## config.mk

```make
export PLATFORM = sky130hd
export DESIGN_NAME = lstc_ram
export DESIGN_NICKNAME = d
export VERILOG_FILES = /design/src/lstc_ram.sv
export SDC_FILE = /design/constraint.sdc
export NUM_CORES = 2
export LEC_CHECK = 0
export ABC_AREA = 1
export BUFFER_PORTS_ARGS = -buffer_cell sky130_fd_sc_hd__clkbuf_2
export CORE_MARGIN = 8
export CORE_UTILIZATION = 25
export DETAILED_ROUTE_END_ITERATION = 12
export PLACE_DENSITY = 0.48
export SLEW_MARGIN = 20
export SYNTH_ARGS = -nofsm -noshare
export SYNTH_HDL_FRONTEND = slang
export SYNTH_SLANG_ARGS = --single-unit
```

## constraint.sdc

```tcl
create_clock -name i_clk -period 4.19 [get_ports i_clk]
set_input_delay 0.419 -clock i_clk [delete_from_list [all_inputs] [get_ports i_clk]]
set_output_delay 0.419 -clock i_clk [all_outputs]
set_load 0.02 [all_outputs]
```

## src/lstc_ram.sv

```systemverilog
// Generic single-write, single-read RAM with registered read data.
`default_nettype none
module lstc_ram #(
    parameter int WIDTH = 32,
    parameter int DEPTH = 64
) (
    input  wire logic                                     i_clk,
    input  wire logic                                     i_we,
    input  wire logic [((DEPTH > 1) ? $clog2(DEPTH) : 1)-1:0] i_waddr,
    input  wire logic [WIDTH-1:0]                         i_wdata,
    input  wire logic [((DEPTH > 1) ? $clog2(DEPTH) : 1)-1:0] i_raddr,
    output logic      [WIDTH-1:0]                         o_rdata
);
    logic [WIDTH-1:0] r_mem [DEPTH];

    always_ff @(posedge i_clk) begin
        if (i_we) begin
            r_mem[i_waddr] <= i_wdata;
        end
        o_rdata <= r_mem[i_raddr];
    end
endmodule
`default_nettype wire

```

==> reports/metrics.cfg <==
[yosys]
synth_seq_cells = 2080
yosys_warnings = 0
synthCells = 6769
ys_seq_area_frac = 0.751
syn_area_per_cell_um2 = 12.2
syn_nets = 6815
post_synth_instance_area_um2 = 82700
ys_types = 16

[die]
die_area_um2 = 350000
io_pins = 78
std_cell_rows = 211
start_util = 0.251
die_h_um = 591
die_x_um = 591
core-area_um2 = 330000

[timing]
hold_ws_ns = 0.162
fin_ws_ns = 1.70
slew_viol_final = 0
finalClockSkew_ns = 0.0329
worstMarginPinSlew_ns = 1.11
max_freq_ghz = 0.402
rsz0062_at_grt = false
period_share = 0.594
timing.setup.tns_ns = 0
report.final.setup_viol = 0
min_period_ns = 2.49
final-hold-violation-count = 0
slew_headroom = 0.261

[drt]
postRouteAntennaNets = 0
drc = 0
initialDrtViolationCount = 5830
routedWlPerCell_um = 24.3
wl_um = 277000
vias = 54224
firstDrtPassIters = 6
vias_per_cell = 4.75

[clocking]
htreeDepth = 4
ctsResizeCount = 0
cts_setup_buffers = 0
clk_latency_ns = 0.87
cts.reportedPaths.clkPinSlew_ns = 0.06
postCtsHoldBufs = 0
cts_buffers = 213
cts-root-buf = clkbuf_16
cts_tree = yes
clkSinkCount = 2080
clock_path_buffers = 3

[status]
status = finished, final reports clean

[global_routing]
grt_pass1_vias = 52669
grt-ovfl-total = 0
grt_use_met2 = 0.260
grt_usage = 0.154
grt.met3_usage = 0.0217
gr-usage-met1 = 0.208
grt-busiest-layer = met2
antenna_found_initial = 24
grt_max_degree = 144
grt_pass1_wl_um = 395000

[critical_path]
worst_ep_arrival_time_ns = 3.28
path_class = primary input to register
critPathRequiredTime_ns = 4.98
crit_fanout = 36
cp-end-kind = register
start_kind = primary input

[layout]
fillerInstances = 33485
final_cell_mix = 2248 x nand2_1, 2048 x edfxtp_1, 1907 x nand3_1, 215 x clkbuf_16, 189 x buf_4
final_common_cell = nand2_1
fin_util = 0.292
multi_input_area_um2 = 18800
drive_gt1_frac = 0.0994
fin_cells = 11421
fin_area_um2 = 96500
regArea_um2 = 62100
nNetsFinal = 6906
areaGrowthSynthToFinish_pct = 16.6

[power_and_ir_drop]
p_total_mw = 45.1
powerDensity_nw_per_um2 = 467
p_leak_nw = 33.1
ir_drop_mv = 0.395

[place]
place_inst = 11011
gp_congestion = 0.798
port_buffers = 77
place_area_um2 = 89500
post-dp-hpwl_um = 156000
pre_cts_ws_ns = 0.847

[job]
max-cap-violations = 0

[min_path]
hold_path_class = primary input to register

-- routing by layer --
layer	share of wire	routed length (um)
met3	0.062	17300
met1	0.43	119000
met2	0.48	133000
met5	0.000047	13
met4	0.027	7370
-- critical path, stage by stage --
cell	delay, ns
buf_8	0.29
buf_4	0.49
buf_4	0.46
nand2_1	0.09
nand3_1	0.10
nand3_1	0.08
nand3_1	0.10
nand3_1	0.36
nand2_1	0.32
nand2_1	0.22
nand2_1	0.18
-- state kept, by name (all words and copies together) (netlist names) --
name	count
r_mem	2048
o_rdata	32
-- kinds of logic (layout without fill, tap and decap cells) --
group / after synthesis / after routing / share of synthesized area
buf+inv: 461 / 734 / 0.0278
flops: 2080 / 2080 / 0.751
other cells: 0 / 13 / 0
simple gates: 4228 / 4228 / 0.221
-- final timing paths --
check	cells after the start	slack, ns	endpoint	from
setup / recovery	11	1.70	o_rdata[19]	i_raddr[0]
setup reg to reg	8	2.34	o_rdata[14]	r_mem[3][14]
hold / removal	1	0.16	r_mem[56][20]	i_wdata[20]
hold reg to reg	8	0.79	o_rdata[0]	r_mem[58][0]
-- synthesized netlist by cell type --
cell	number	area, um^2
buf_1	40	150
buf_2	282	1410
buf_4	45	338
buf_6	3	33.8
buf_8	2	30.0
clkbuf_1	77	289
dfxtp_1	32	641
edfxtp_1	2048	61500
inv_1	9	33.8
inv_2	2	7.51
inv_4	1	6.26
nand2_1	2248	8440
nand3_1	1907	9540
nand4_1	9	56.3
nor2_1	56	210
nor4_1	8	50.1
-- final cells by class --
class / count / share of cell area
Antenna cell: 13 / 0.000337
Clock inverter: 133 / 0.0141
Multi-Input combinational cell: 4228 / 0.195
Clock buffer: 264 / 0.0580
Sequential cell: 2080 / 0.644
Inverter: 12 / 0.000882
Tap cell: 4366 / 0.0566
Timing Repair Buffer: 325 / 0.0315
-- where the power goes --
part           switching, mW  internal, mW
Sequential            0.0716          23.0
Combinational           2.20         0.674
Clock                   8.23          10.9
No activity file was read; power rests on OpenSTA's default activity.
