===== src/lstc_pkg.sv =====
// Shared constants and types of the sector tag cache.
`default_nettype none
package lstc_pkg;
    localparam int LINES      = 64;
    localparam int LINE_W     = (LINES > 1) ? $clog2(LINES) : 1;
    localparam int CNT_W      = $clog2(LINES + 1);
    localparam int CFG_W      = 7;
    localparam int HALF_W     = 16;
    localparam int KEY_W      = 2 * HALF_W;
    localparam int STAMP_W    = 64;
    localparam int OUT_DATA_W = ((LINE_W + 7) / 8) * 8;
    localparam logic [CFG_W-1:0] CFG_RESET = CFG_W'(LINES);

    localparam logic OP_LOOKUP = 1'b0;
    localparam logic OP_INSERT = 1'b1;

    typedef struct packed {
        logic              we;
        logic [LINE_W-1:0] addr;
        logic [KEY_W-1:0]  data;
    } t_tag_wr;

    typedef struct packed {
        logic               we;
        logic [LINE_W-1:0]  addr;
        logic [STAMP_W-1:0] data;
    } t_stamp_wr;
endpackage
`default_nettype wire


===== src/lstc_ctrl.sv =====
// Lookup, fill and eviction sequencer of the sector tag cache.
`default_nettype none
module lstc_ctrl (
    input  wire logic                          i_clk,
    input  wire logic                          i_rst_n,
    input  wire logic                          i_cfg_we,
    input  wire logic [lstc_pkg::CFG_W-1:0]    i_cfg_data,
    input  wire logic                          i_in_valid,
    output logic                               o_in_ready,
    input  wire logic                          i_op,
    input  wire logic [lstc_pkg::KEY_W-1:0]    i_key,
    output logic                               o_out_valid,
    input  wire logic                          i_out_ready,
    output logic                               o_out_hit,
    output logic [lstc_pkg::LINE_W-1:0]        o_out_line,
    output logic                               o_out_evict,
    input  wire logic [lstc_pkg::KEY_W-1:0]    i_tag_rdata,
    input  wire logic [lstc_pkg::STAMP_W-1:0]  i_stamp_rdata,
    output logic [lstc_pkg::LINE_W-1:0]        o_raddr,
    output lstc_pkg::t_tag_wr                  o_tag_wr,
    output lstc_pkg::t_stamp_wr                o_stamp_wr
);
    import lstc_pkg::*;

    typedef enum logic [1:0] {S_IDLE, S_SCAN, S_DONE} t_state;

    t_state             r_state;
    logic [CFG_W-1:0]   r_cfg;
    logic [CNT_W-1:0]   r_fill;
    logic [STAMP_W-1:0] r_stamp;
    logic [CNT_W-1:0]   r_limit;
    logic [CNT_W-1:0]   r_issue;
    logic               r_op;
    logic [KEY_W-1:0]   r_key;
    logic               r_pend;
    logic               r_pend_last;
    logic [LINE_W-1:0]  r_pend_idx;
    logic [LINE_W-1:0]  r_best_idx;
    logic [STAMP_W-1:0] r_best_stamp;
    logic               r_hit;
    logic               r_evict;
    logic [LINE_W-1:0]  r_line;
    logic               r_do_write;
    logic               r_out_valid;
    logic               r_out_hit;
    logic               r_out_evict;
    logic [LINE_W-1:0]  r_out_line;

    logic [CNT_W-1:0]   w_max;
    logic [CNT_W-1:0]   w_n;
    logic               w_accept;
    logic               w_match;
    logic               w_better;
    logic               w_out_free;
    logic               w_finish;

    always_comb begin
        if (r_cfg == '0) begin
            w_max = CNT_W'(1);
        end else if ({{(32-CFG_W){1'b0}}, r_cfg} > 32'(LINES)) begin
            w_max = CNT_W'(LINES);
        end else begin
            w_max = CNT_W'(r_cfg);
        end
        w_n = (r_fill < w_max) ? r_fill : w_max;
    end

    assign w_accept   = i_in_valid && (r_state == S_IDLE);
    assign w_match    = (i_tag_rdata == r_key);
    assign w_better   = (r_pend_idx == '0) || (i_stamp_rdata < r_best_stamp);
    assign w_out_free = !r_out_valid || i_out_ready;
    assign w_finish   = (r_state == S_DONE) && w_out_free;

    assign o_in_ready  = (r_state == S_IDLE);
    assign o_out_valid = r_out_valid;
    assign o_out_hit   = r_out_hit;
    assign o_out_line  = r_out_line;
    assign o_out_evict = r_out_evict;
    assign o_raddr     = r_issue[LINE_W-1:0];

    assign o_tag_wr.we     = w_finish && r_do_write && (r_op == OP_INSERT);
    assign o_tag_wr.addr   = r_line;
    assign o_tag_wr.data   = r_key;
    assign o_stamp_wr.we   = w_finish && r_do_write;
    assign o_stamp_wr.addr = r_line;
    assign o_stamp_wr.data = r_stamp;

    always_ff @(posedge i_clk) begin
        if (!i_rst_n) begin
            r_state     <= S_IDLE;
            r_cfg       <= CFG_RESET;
            r_fill      <= '0;
            r_stamp     <= '0;
            r_pend      <= 1'b0;
            r_out_valid <= 1'b0;
        end else begin
            if (i_cfg_we) begin
                r_cfg <= i_cfg_data;
            end
            if (r_out_valid && i_out_ready) begin
                r_out_valid <= 1'b0;
            end
            unique case (r_state)
                S_IDLE: begin
                    if (w_accept) begin
                        r_op    <= i_op;
                        r_key   <= i_key;
                        r_issue <= '0;
                        r_pend  <= 1'b0;
                        r_hit   <= 1'b0;
                        r_evict <= 1'b0;
                        r_line  <= '0;
                        if (i_op == OP_LOOKUP) begin
                            r_do_write <= 1'b0;
                            r_limit    <= w_n;
                            r_state    <= (w_n == '0) ? S_DONE : S_SCAN;
                        end else if (r_fill < w_max) begin
                            r_do_write <= 1'b1;
                            r_line     <= r_fill[LINE_W-1:0];
                            r_fill     <= r_fill + CNT_W'(1);
                            r_state    <= S_DONE;
                        end else begin
                            r_do_write <= 1'b0;
                            r_limit    <= w_max;
                            r_state    <= S_SCAN;
                        end
                    end
                end
                S_SCAN: begin
                    if (r_issue < r_limit) begin
                        r_pend      <= 1'b1;
                        r_pend_idx  <= r_issue[LINE_W-1:0];
                        r_pend_last <= (r_issue == r_limit - CNT_W'(1));
                        r_issue     <= r_issue + CNT_W'(1);
                    end else begin
                        r_pend <= 1'b0;
                    end
                    if (r_pend) begin
                        if (r_op == OP_LOOKUP) begin
                            if (w_match) begin
                                r_hit      <= 1'b1;
                                r_line     <= r_pend_idx;
                                r_do_write <= 1'b1;
                                r_pend     <= 1'b0;
                                r_state    <= S_DONE;
                            end else if (r_pend_last) begin
                                r_pend  <= 1'b0;
                                r_state <= S_DONE;
                            end
                        end else begin
                            if (w_better) begin
                                r_best_idx   <= r_pend_idx;
                                r_best_stamp <= i_stamp_rdata;
                            end
                            if (r_pend_last) begin
                                r_line     <= w_better ? r_pend_idx : r_best_idx;
                                r_evict    <= 1'b1;
                                r_do_write <= 1'b1;
                                r_pend     <= 1'b0;
                                r_state    <= S_DONE;
                            end
                        end
                    end
                end
                S_DONE: begin
                    if (w_out_free) begin
                        r_out_valid <= 1'b1;
                        r_out_hit   <= r_hit;
                        r_out_line  <= r_line;
                        r_out_evict <= r_evict;
                        if (r_do_write) begin
                            r_stamp <= r_stamp + STAMP_W'(1);
                        end
                        r_state <= S_IDLE;
                    end
                end
                default: begin
                    r_state <= S_IDLE;
                end
            endcase
        end
    end
endmodule
`default_nettype wire


===== config.mk =====
export PLATFORM = sky130hd
export DESIGN_NAME = lstc_ctrl
export DESIGN_NICKNAME = d
export VERILOG_FILES = /design/src/lstc_pkg.sv /design/src/lstc_ctrl.sv
export SDC_FILE = /design/constraint.sdc
export NUM_CORES = 1
export LEC_CHECK = 0
export ABC_AREA = 1
export BUFFER_PORTS_ARGS = -buffer_cell sky130_fd_sc_hd__buf_4
export CAP_MARGIN = 20
export CORE_ASPECT_RATIO = 1.75
export CORE_MARGIN = 5
export CORE_UTILIZATION = 50
export CTS_BUF_LIST = sky130_fd_sc_hd__clkbuf_8 sky130_fd_sc_hd__clkbuf_16
export DETAILED_ROUTE_END_ITERATION = 10
export GPL_TIMING_DRIVEN = 0
export PLACE_DENSITY = 0.78
export SYNTH_ARGS = -nofsm -noshare
export SYNTH_HDL_FRONTEND = slang
export SYNTH_SLANG_ARGS = --single-unit

===== constraint.sdc =====
create_clock -name i_clk -period 5.85 [get_ports i_clk]
set_input_delay 0.2925 -clock i_clk [delete_from_list [all_inputs] [get_ports i_clk]]
set_output_delay 0.2925 -clock i_clk [all_outputs]
set_load 0.05 [all_outputs]

==> results.md, run 1 <==
- Status: completed
- Drt first pass iters: 7
- Via count: 10800
- I/O Pins: between 200 and 300
- First-pass GRT wire length: 56700 um
- Max IR drop VDD: 230 uV
- WHS Path Cells: 3
- TritonCTS clock tree: done
- Count of unique library cells instantiated by Yosys: 43
- RR Endpoint: r_fill[6]
- CP max FO: 8
- CP startpoint: r_cfg[5]
- Max transition margin: 19.9%
- Initial core utilization: between 50% and 60%
- Placer Congestion: 0.972
- Placeable Area: 23300 um2
- Max-cap violation count: 0
- I/O Buffers: approximately 270
- Critical Path RT: ~6.3 ns
- Total Routing Usage GR: 26.4%
- Initial antenna violation count: 2
- ANT nets after route: 0
- Reg-to-reg startpoint: r_cfg[5]
- CP startpoint kind: register
- Routed len/inst: 17.9 um
- Largest net degree at the start of global routing: 33
- Top-area cell type share of the netlist area: 35.8%
- Worst Clk Skew: 0.0126 ns
- Global route hottest layer: met2
- # resized after CTS: 0
- Setup CP Type: reg -> reg
- Reg2Reg Setup Slack: between 2 and 3 ns
- Clk root buf: clkbuf_16
- Met2 Use GR: around 52%
- Register area share after synthesis: between 40% and 50%
- Met1 Use GR: 26.5%
- Layout cell share with drive strength beyond 1: 22.2%
- Power per cell area: 256 nW/um2
- Overall routed net length: around 36000 um
- Final #Nets: 1936
- Die area: 27000 um2
- Hold WC Path Type: in -> reg
- Yosys warns: 0
- Drc violations: 0
- Top cells by area in the synthesized netlist: edfxtp_1, dfxtp_1, ha_1
- Dominant cell type by area after synthesis: edfxtp_1
- Worst Hold Path EP: r_cfg[0]
- Bufs on Longest Clock Path: 3
- Detailed placement HPWL: 26100 um
- RSZ-0062 raised after global routing: false
- Rows: 74
- #FFs+latches synth: approximately 220
- Setup Viol. Count Final: 0
- Syn_nets: 1544
- WP data arrival: approximately 3.6 ns
- DR iter-0 viols: roughly 640
- CTS Buf Count: 22
- Final Hold Fails: 0
- Netlist Area Pre-Place: 11800 um2
- Vias in the first global route: 11200
- CP endpoint kind: register
- Syn avg cell area: 8.95 um2
- Slew at the pin with the worst max-slew slack: between 1 and 1.5 ns
- H-tree Lvls: 1
- Max-slew violations: 0
- Tmin final: 3.24 ns
- Static Leak: 6.85 nW
- GRT overflow: 0
- Final instance area: 16100 um2
- Area delta synth->final: 35.7%
- Mapped Cells: 1323
- Min Hold Slack: 0.0181 ns
- Ratio of final minimum period to clock period: 55.4%
- Peak Freq: 0.308 GHz
- Cell Area, Placed: about 14000 um2
- Min-delay src: i_cfg_data[0]
- Chip width: 126 um
- Worst skew pair latency: 0.51 ns
- # clock sinks: around 220
- Average via count per standard cell: 5.29
- R2R depth: 15
- Reg clk slew, reported paths: about 0.06 ns
- Die height: between 200 and 250 um
- Grt met3 use: 4.36%
## routing by layer
layer / part of all wire [%] / routed length, um
met1: 34 / 12500
met2: 55 / 20100
met3: 6.0 / 2200
met4: 4.6 / 1690
met5: 0 / 0
## placed cells by master, fill, tap and decap left out, types with 13 or more instances in the layout
| cell type | count |
|---|---|
| a21oi_1 | 86 |
| buf_4 | 278 |
| clkbuf_16 | 23 |
| dfxtp_1 | 82 |
| dlygate4sd3_1 | 99 |
| edfxtp_1 | 141 |
| ha_1 | 80 |
| inv_1 | 199 |
| nand2_1 | 212 |
| nand3_1 | 53 |
| nand4_1 | 23 |
| nor2_1 | 140 |
| nor2_4 | 13 |
| nor3_1 | 60 |
| o21ai_0 | 47 |
| xnor2_1 | 32 |
| xor2_1 | 21 |
## per-stage QoR
step	setup slack [ns]	power (W)	setup TNS (ns)	utilization (%)	instances
floorplan	0.748	0.00227	0	-	1323
global placement	-1.07	0.00250	-68.00	60.9	1893
detailed placement	2.60	0.00253	0	61.3	1896
CTS	2.57	0.00413	0	68.9	2035
global route	2.22	0.00426	0	68.9	2035
finish	2.61	0.00411	0	68.9	2036
## registers in the layout (all words and copies together) (netlist names), 2 cells and up
name and count:
r_stamp 64, r_pend_idx 6, r_line 6, r_state 2, r_key 32, r_fill 7
r_best_stamp 64, r_issue 7, r_cfg 7, r_best_idx 6, r_limit 7, o_out_line 6
## cells in the mapped netlist
cell / instances
nor3b_2: 1
xor2_1: 21
nor3b_1: 5
nand3b_1: 7
nor2_2: 7
clkinv_1: 4
and2_1: 5
nand2_2: 11
xnor2_1: 32
ha_1: 80
a221oi_1: 2
o21a_1: 6
nand4_2: 1
nand4_1: 23
nand2_4: 2
a21oi_1: 87
dfxtp_1: 82
a31oi_1: 1
nor3_1: 60
inv_1: 199
clkbuf_1: 10
nand2_1: 212
nand2b_1: 1
nand3_4: 2
a211oi_1: 8
a21o_1: 2
and3_1: 2
a211oi_2: 1
a21boi_0: 1
nand3_1: 53
nor2_1: 141
o21ai_1: 4
o211ai_1: 5
or2_2: 9
inv_2: 10
nor3_4: 2
nor3_2: 3
nor2_4: 12
nor4_1: 8
edfxtp_1: 141
o21ai_0: 47
o2111ai_1: 1
buf_4: 12
## worst max-delay path by stage
stage / slack (ns) / endpoint
2_1_floorplan: 0.75 / r_best_stamp[0]
3_3_place_gp: -1.07 / r_best_stamp[10]
4_1_cts: 2.57 / r_fill[6]
5_1_grt: 2.22 / r_fill[6]
6_report: 2.61 / r_fill[6]
3_5_place_dp: 2.60 / r_fill[6]
## power by group
part	internal [W]	switching, W
Clock	0.000898	0.000640
Combinational	0.000289	0.000464
Sequential	0.00176	0.0000616
## final cells by class
cell class	count	area (um2)
multi-input combinational	865	5060
fill	1768	7260
clock inverter	17	205
clock buffer	23	576
timing repair buffer	368	3050
antenna	1	2.50
buffer	22	128
inverter	213	800
tap	304	380
sequential	223	5880
## repair_timing
item | CTS | global route
setup buffers | 0 | 0
hold buffers | 99 | 0
hold endpoints to repair | 99 | 0
## cells by family after synthesis
family | after synthesis | synth area share, %
simple gates | 567 | 22.6
buf+inv | 235 | 7.83
flops | 223 | 49.6
compound gates | 165 | 7.61
fa+ha+maj | 80 | 8.45
xor+xnor | 53 | 3.92
## critical path: stages, from the launching register on
cell and delay [ns]:
dfxtp_1 0.33, nor4_1 0.30, nand2_1 0.07, a21boi_0 0.33, inv_1 0.09, ha_1 0.30, a21oi_1 0.13, nor2_1 0.06
a211oi_2 0.42, nand2_2 0.22, nor2_2 0.19, nand2_1 0.16, nor3_1 0.31, nand3_1 0.11, nand2_1 0.08, nor2_1 0.04
No activity file was read; power rests on OpenSTA's default activity.
==> run 2, diff against run 1 <==
==> constraint.sdc (replaced) <==
create_clock -name i_clk -period 3.35 [get_ports i_clk]
set_input_delay 0.1675 -clock i_clk [delete_from_list [all_inputs] [get_ports i_clk]]
set_output_delay 0.1675 -clock i_clk [all_outputs]
set_load 0.05 [all_outputs]
==> run 2 against run 1 <==
Maximum frequency is 9.6% higher. Sequential power is 74% higher. Setup slack lost 2.2 ns. Critical path depth down 8. Largest cell class unchanged. Sequential cell count stayed put. Global-route usage rose by 0.097 points. Combinational power rose by 77%. Clock power grew 62%. Utilization up 0.45 points.
==> results.md, run 2 (synthesized netlist as in run 1, its figures left out) <==
- Final instance area: between 15000 and 20000 um2
- Setup WS pre-CTS: 0.0624 ns
- Bufs on Longest Clock Path: 3
- Reg clk slew, reported paths: 0.07 ns
- Setup CP Type: reg -> reg
- Final core occ: between 60% and 70%
- Ratio of final minimum period to clock period: 88.3%
- CP Cell Sequence: inv_1 > nor2_2 > clkinv_1 > nor2_1 > nand3_1 > a21oi_4 > buf_12
- Chip width: roughly 130 um
- Initial antenna violation count: 3
- Critical Path RT: between 3 and 4 ns
- Slew at the pin with the worst max-slew slack: 1.17 ns
- Largest net degree at the start of global routing: 33
- Max IR drop VDD: 431 uV
- Reg2Reg Setup Slack: 0.39 ns
- Detailed placement HPWL: between 20000 and 30000 um
- ANT nets after route: 0
- Overall routed net length: ~36000 um
- Pwr Total: about 0.007 W
- Routed len/inst: 17.8 um
- Via count: 10700
- Rows: 74
- H-tree Lvls: 1
- Cell Area, Placed: 14300 um2
- Worst skew pair latency: 0.52 ns
- Drc violations: 0
- Peak Freq: 0.338 GHz
- Placer Congestion: between 0.9 and 1
- Setup Viol. Count Final: 0
- Largest registers: r_best_stamp: 64 flops, r_stamp: 64 flops, r_key: 32 flops
- Average via count per standard cell: 5.24
- Area delta synth->final: 36.6%
- Final #Nets: ~2000
- First-pass GRT wire length: 57000 um
- Final setup margin: 0.391 ns
- Tmin final: 2.96 ns
- Clk root buf: clkbuf_16
- Die area: 27000 um2
- CP startpoint kind: register
- Status: completed
- Most frequent cells in the layout: buf_4, nand2_1, inv_1, edfxtp_1, nor2_1
- Static Leak: a little under 7 nW
- Critical-path top delay cell: nor2_1
- Drt first pass iters: 5
- Worst Clk Skew: 0.0252 ns
- Total Routing Usage GR: 26.5%
- Max transition margin: a little over a fifth
- Initial core utilization: 50.8%
- Max-cap violation count: 0
- WP data arrival: 3.16 ns
- Placeable Area: 23300 um2
- TritonCTS clock tree: done
- Most common cell after layout, fill and taps aside: buf_4
- CP endpoint kind: register
- Total Neg Setup Slack: 0 ns
- I/O Pins: 267
- Final Hold Fails: 0
- Max incr delay on CP: 0.51 ns
- RSZ-0062 raised after global routing: false
- Die height: 214 um
- I/O Buffers: 266
- Layout cell share with drive strength beyond 1: 22.1%
- Hold WC Path Type: in -> reg
- Power per cell area: approximately 430 nW/um2
- GRT overflow: 0
- CP max FO: 30
- # clock sinks: 223
- Max-slew violations: 0
- DR iter-0 viols: 595
- Vias in the first global route: ~11000
- CTS Buf Count: 22
## run 2: cell count changes in the layout (fill, tap and decap cells not counted), sizes merged
cell / change
dlygate4sd3: +14
bufinv: -3
clkinv: +3
clkinvlp: -3
diode: +2
inv: +2
buf: +1
clkbuf: +1
## run 2: stage by stage
stage | hold WS (ns) | instances
6_report | 0.0593 | 2053
3_5_place_dp | 0.347 | 1896
5_1_grt | 0.125 | 2053
2_1_floorplan | 0.266 | 1323
4_1_cts | 0.0466 | 2049
3_3_place_gp | 0.346 | 1893
## run 2: final cells by class
type,count,area [um2]
fillers,1754,7150
flip-flops and latches,223,5880
multi-input cells,865,5070
repair buffers,383,3200
inverters,213,800
clock buffers,24,589
well taps,304,380
clock inverters,16,128
plain buffers,22,128
diodes,3,7.51
## run 2: path summary, 6_finish.rpt
path | startpoint | end | depth (start not counted)
worst max-delay path | r_state[0] | r_best_stamp[26] | 7
worst min-delay path | i_in_valid | r_state[0] | 5
worst max register to register | r_state[0] | r_best_stamp[26] | 7
worst min register to register | r_hit | o_out_hit | 0
## run 2: repair_timing
| action | CTS | global route |
|---|---|---|
| buffers inserted | 0 | 1 |
| endpoints found under the hold margin | 106 | 0 |
| setup endpoints to repair | 0 | 22 |
| hold buffers | 113 | 0 |
| gates resized for setup | 0 | 4 |
## run 2: power breakdown
part	leakage (nW)	internal, W	switching, W
registers	1.95	0.00307	0.000103
logic	4.61	0.000518	0.000812
clock network	0.345	0.00137	0.00112
total	6.91	0.00495	0.00203
## run 2: layer usage
metal,routed length [um],share of wire (%),track usage (%)
met3,2020,5.5,4.51
met5,0,0,0
met1,12900,35,26.9
met4,1930,5.3,14.0
met2,19600,54,51.2
## run 2: worst max-delay path, delay by kind of cell, from the launching register on
family	cells	cell delay (ns)
DFF	1	0.42
buffers and inverters	3	0.73
AOI/OAI and AO/OA	1	0.35
and+or+nand+nor	3	1.12
==> run 3, diff against run 2 <==
==> constraint.sdc (replaced) <==
create_clock -name i_clk -period 3.35 [get_ports i_clk]
set_input_delay 0.67 -clock i_clk [delete_from_list [all_inputs] [get_ports i_clk]]
set_output_delay 0.67 -clock i_clk [all_outputs]
set_load 0.05 [all_outputs]
==> run 3 against run 2 <==
Die area stayed put. Maximum frequency is 0.15% higher. Critical path type unchanged. Setup slack better by 0.0045 ns. Cell count shrank 5.7%. Routed wire length shrank 11%. Clock power about the same.
==> results.md, run 3 (synthesized netlist as in run 1, its figures left out) <==
- Bufs on Longest Clock Path: 3
- Placeable Area: 23300 um2
- Most common cell after layout, fill and taps aside: buf_4
- Total Routing Usage GR: 23.6%
- Largest registers: r_best_stamp: 64 flops, r_stamp: 64 flops, r_key: 32 flops
- WP data arrival: 3.09 ns
- Final setup margin: 0.395 ns
- Detailed placement HPWL: 26000 um
- Placer Congestion: 0.952
- Grt met3 use: 4.79%
- Routed len/inst: about 17 um
- Max IR drop VDD: 429 uV
- CP max FO: 8
- Die area: between 20000 and 30000 um2
- RSZ-0062 raised after global routing: false
- Power per cell area: 454 nW/um2
- Worst skew pair latency: 0.52 ns
- Setup crit end: r_pend_idx[4]
- Reg2Reg Setup Slack: roughly 0.40 ns
- CP startpoint: r_issue[2]
- Layout cell share with drive strength beyond 1: a little under a quarter
- Critical-path top delay cell: nor3_1
- Peak Freq: 0.338 GHz
- GRT overflow: 0
- Chip width: 126 um
- Static Leak: 6.43 nW
- Overall routed net length: 32400 um
- Setup Viol. Count Final: 0
- Via count: around 10000
- Met2 Use GR: 45.5%
- CP endpoint kind: register
- Worst Clk Skew: 0.0209 ns
- Drc violations: 0
- Setup CP Type: reg -> reg
- Drt first pass iters: 5
- Slew at the pin with the worst max-slew slack: 1.16 ns
- Min-delay src: i_key[16]
- Area delta synth->final: 27.0%
- Rows: 74
- Global route hottest layer: met2
- First-pass GRT wire length: just over 50000 um
- R2R depth: 6
- Antenna diode count: 0
- Vias in the first global route: between 10000 and 15000
- Initial core utilization: roughly half
- DR iter-0 viols: around 470
- Status: completed
- Reg clk slew, reported paths: about 0.07 ns
- Met1 Use GR: about a quarter
- # clock sinks: 223
- CTS Buf Count: 22
- Initial antenna violation count: 0
- Reg-to-reg startpoint: r_issue[2]
- CP startpoint kind: register
- I/O Buffers: 266
- I/O Pins: 267
- Final #Nets: 1838
- Max-cap violation count: 0
- Average via count per standard cell: 5.17
- Ratio of final minimum period to clock period: 88.2%
- RR Endpoint: r_pend_idx[4]
- Max incr delay on CP: just over 0.7 ns
- ANT nets after route: 0
- Final Hold Fails: 0
- CP Cell Sequence: ha_1 > a21oi_1 > o21ai_0 > a221oi_1 > inv_1 > nor3_1
- Setup WS pre-CTS: roughly 0.062 ns
- TritonCTS clock tree: done
- Critical Path RT: between 3 and 4 ns
- Hold WC Path Type: in -> reg
- Die height: 214 um
- Clk root buf: clkbuf_16
- Max transition margin: 22.7%
- H-tree Lvls: 1
- Max-slew violations: 0
- Largest net degree at the start of global routing: 33
- Most frequent cells in the layout: buf_4, nand2_1, inv_1, edfxtp_1, nor2_1
- Min Hold Slack: roughly 0.34 ns
- Tmin final: between 2 and 3 ns
[run 3: how the worst min path moves through the flow]
| stage | endpoint | slack, ns | cells after the start |
|---|---|---|---|
| floorplan | o_out_evict | 0.40 | 0 |
| global route | r_key[16] | 0.31 | 1 |
| detailed placement | o_out_hit | 0.41 | 0 |
| finish | r_key[16] | 0.34 | 1 |
| CTS | r_key[7] | 0.31 | 1 |
| global placement | o_out_hit | 0.41 | 0 |
[run 3: layout make-up]
type / count / area [um2]
Buffer: 22 / 128
Clock buffer: 24 / 589
Clock inverter: 16 / 128
Fill cell: 1968 / 8290
Inverter: 213 / 800
Multi-Input combinational cell: 865 / 5070
Sequential cell: 223 / 5880
Tap cell: 304 / 380
Timing Repair Buffer: 270 / 2060
[run 3: layer usage]
metal	vias up	part of all wire [%]
li1	4981	-
met1	4614	35
met2	322	53
met3	102	6.0
met4	0	5.3
met5	-	0
[run 3: report_power, final]
group          leakage, nW  internal, W  switching [W]
Sequential            1.95      0.00307      0.0000995
Combinational         4.13     0.000428       0.000760
Clock                0.345      0.00137        0.00110
Total                 6.43      0.00486        0.00196
[run 3: per-stage QoR]
step           cells  area, um2  utilization (%)  setup TNS, ns  power (W)
6_report        1937      15000             64.5              0    0.00682
5_1_grt         1937      15000             64.5              0    0.00711
4_1_cts         1936      15000             64.4              0    0.00690
3_5_place_dp    1896      14300             61.3              0    0.00441
3_3_place_gp    1893      14200             61.0         -56.08    0.00437
2_1_floorplan   1323      11900                -              0    0.00396
[run 3: what timing repair did]
item,in CTS,in global routing
gates resized for setup,0,4
setup buffers,0,1
hold endpoints to repair,0,0
hold buffers,0,0
endpoints found under the setup margin,0,22
[run 3: worst max-delay path, delay by kind of cell (launching register included)]
family | cells | cell delay [ns]
fa+ha+maj | 1 | 0.37
compound gates | 3 | 0.81
simple gates | 1 | 0.72
buf+inv | 1 | 0.13
flops | 1 | 0.53
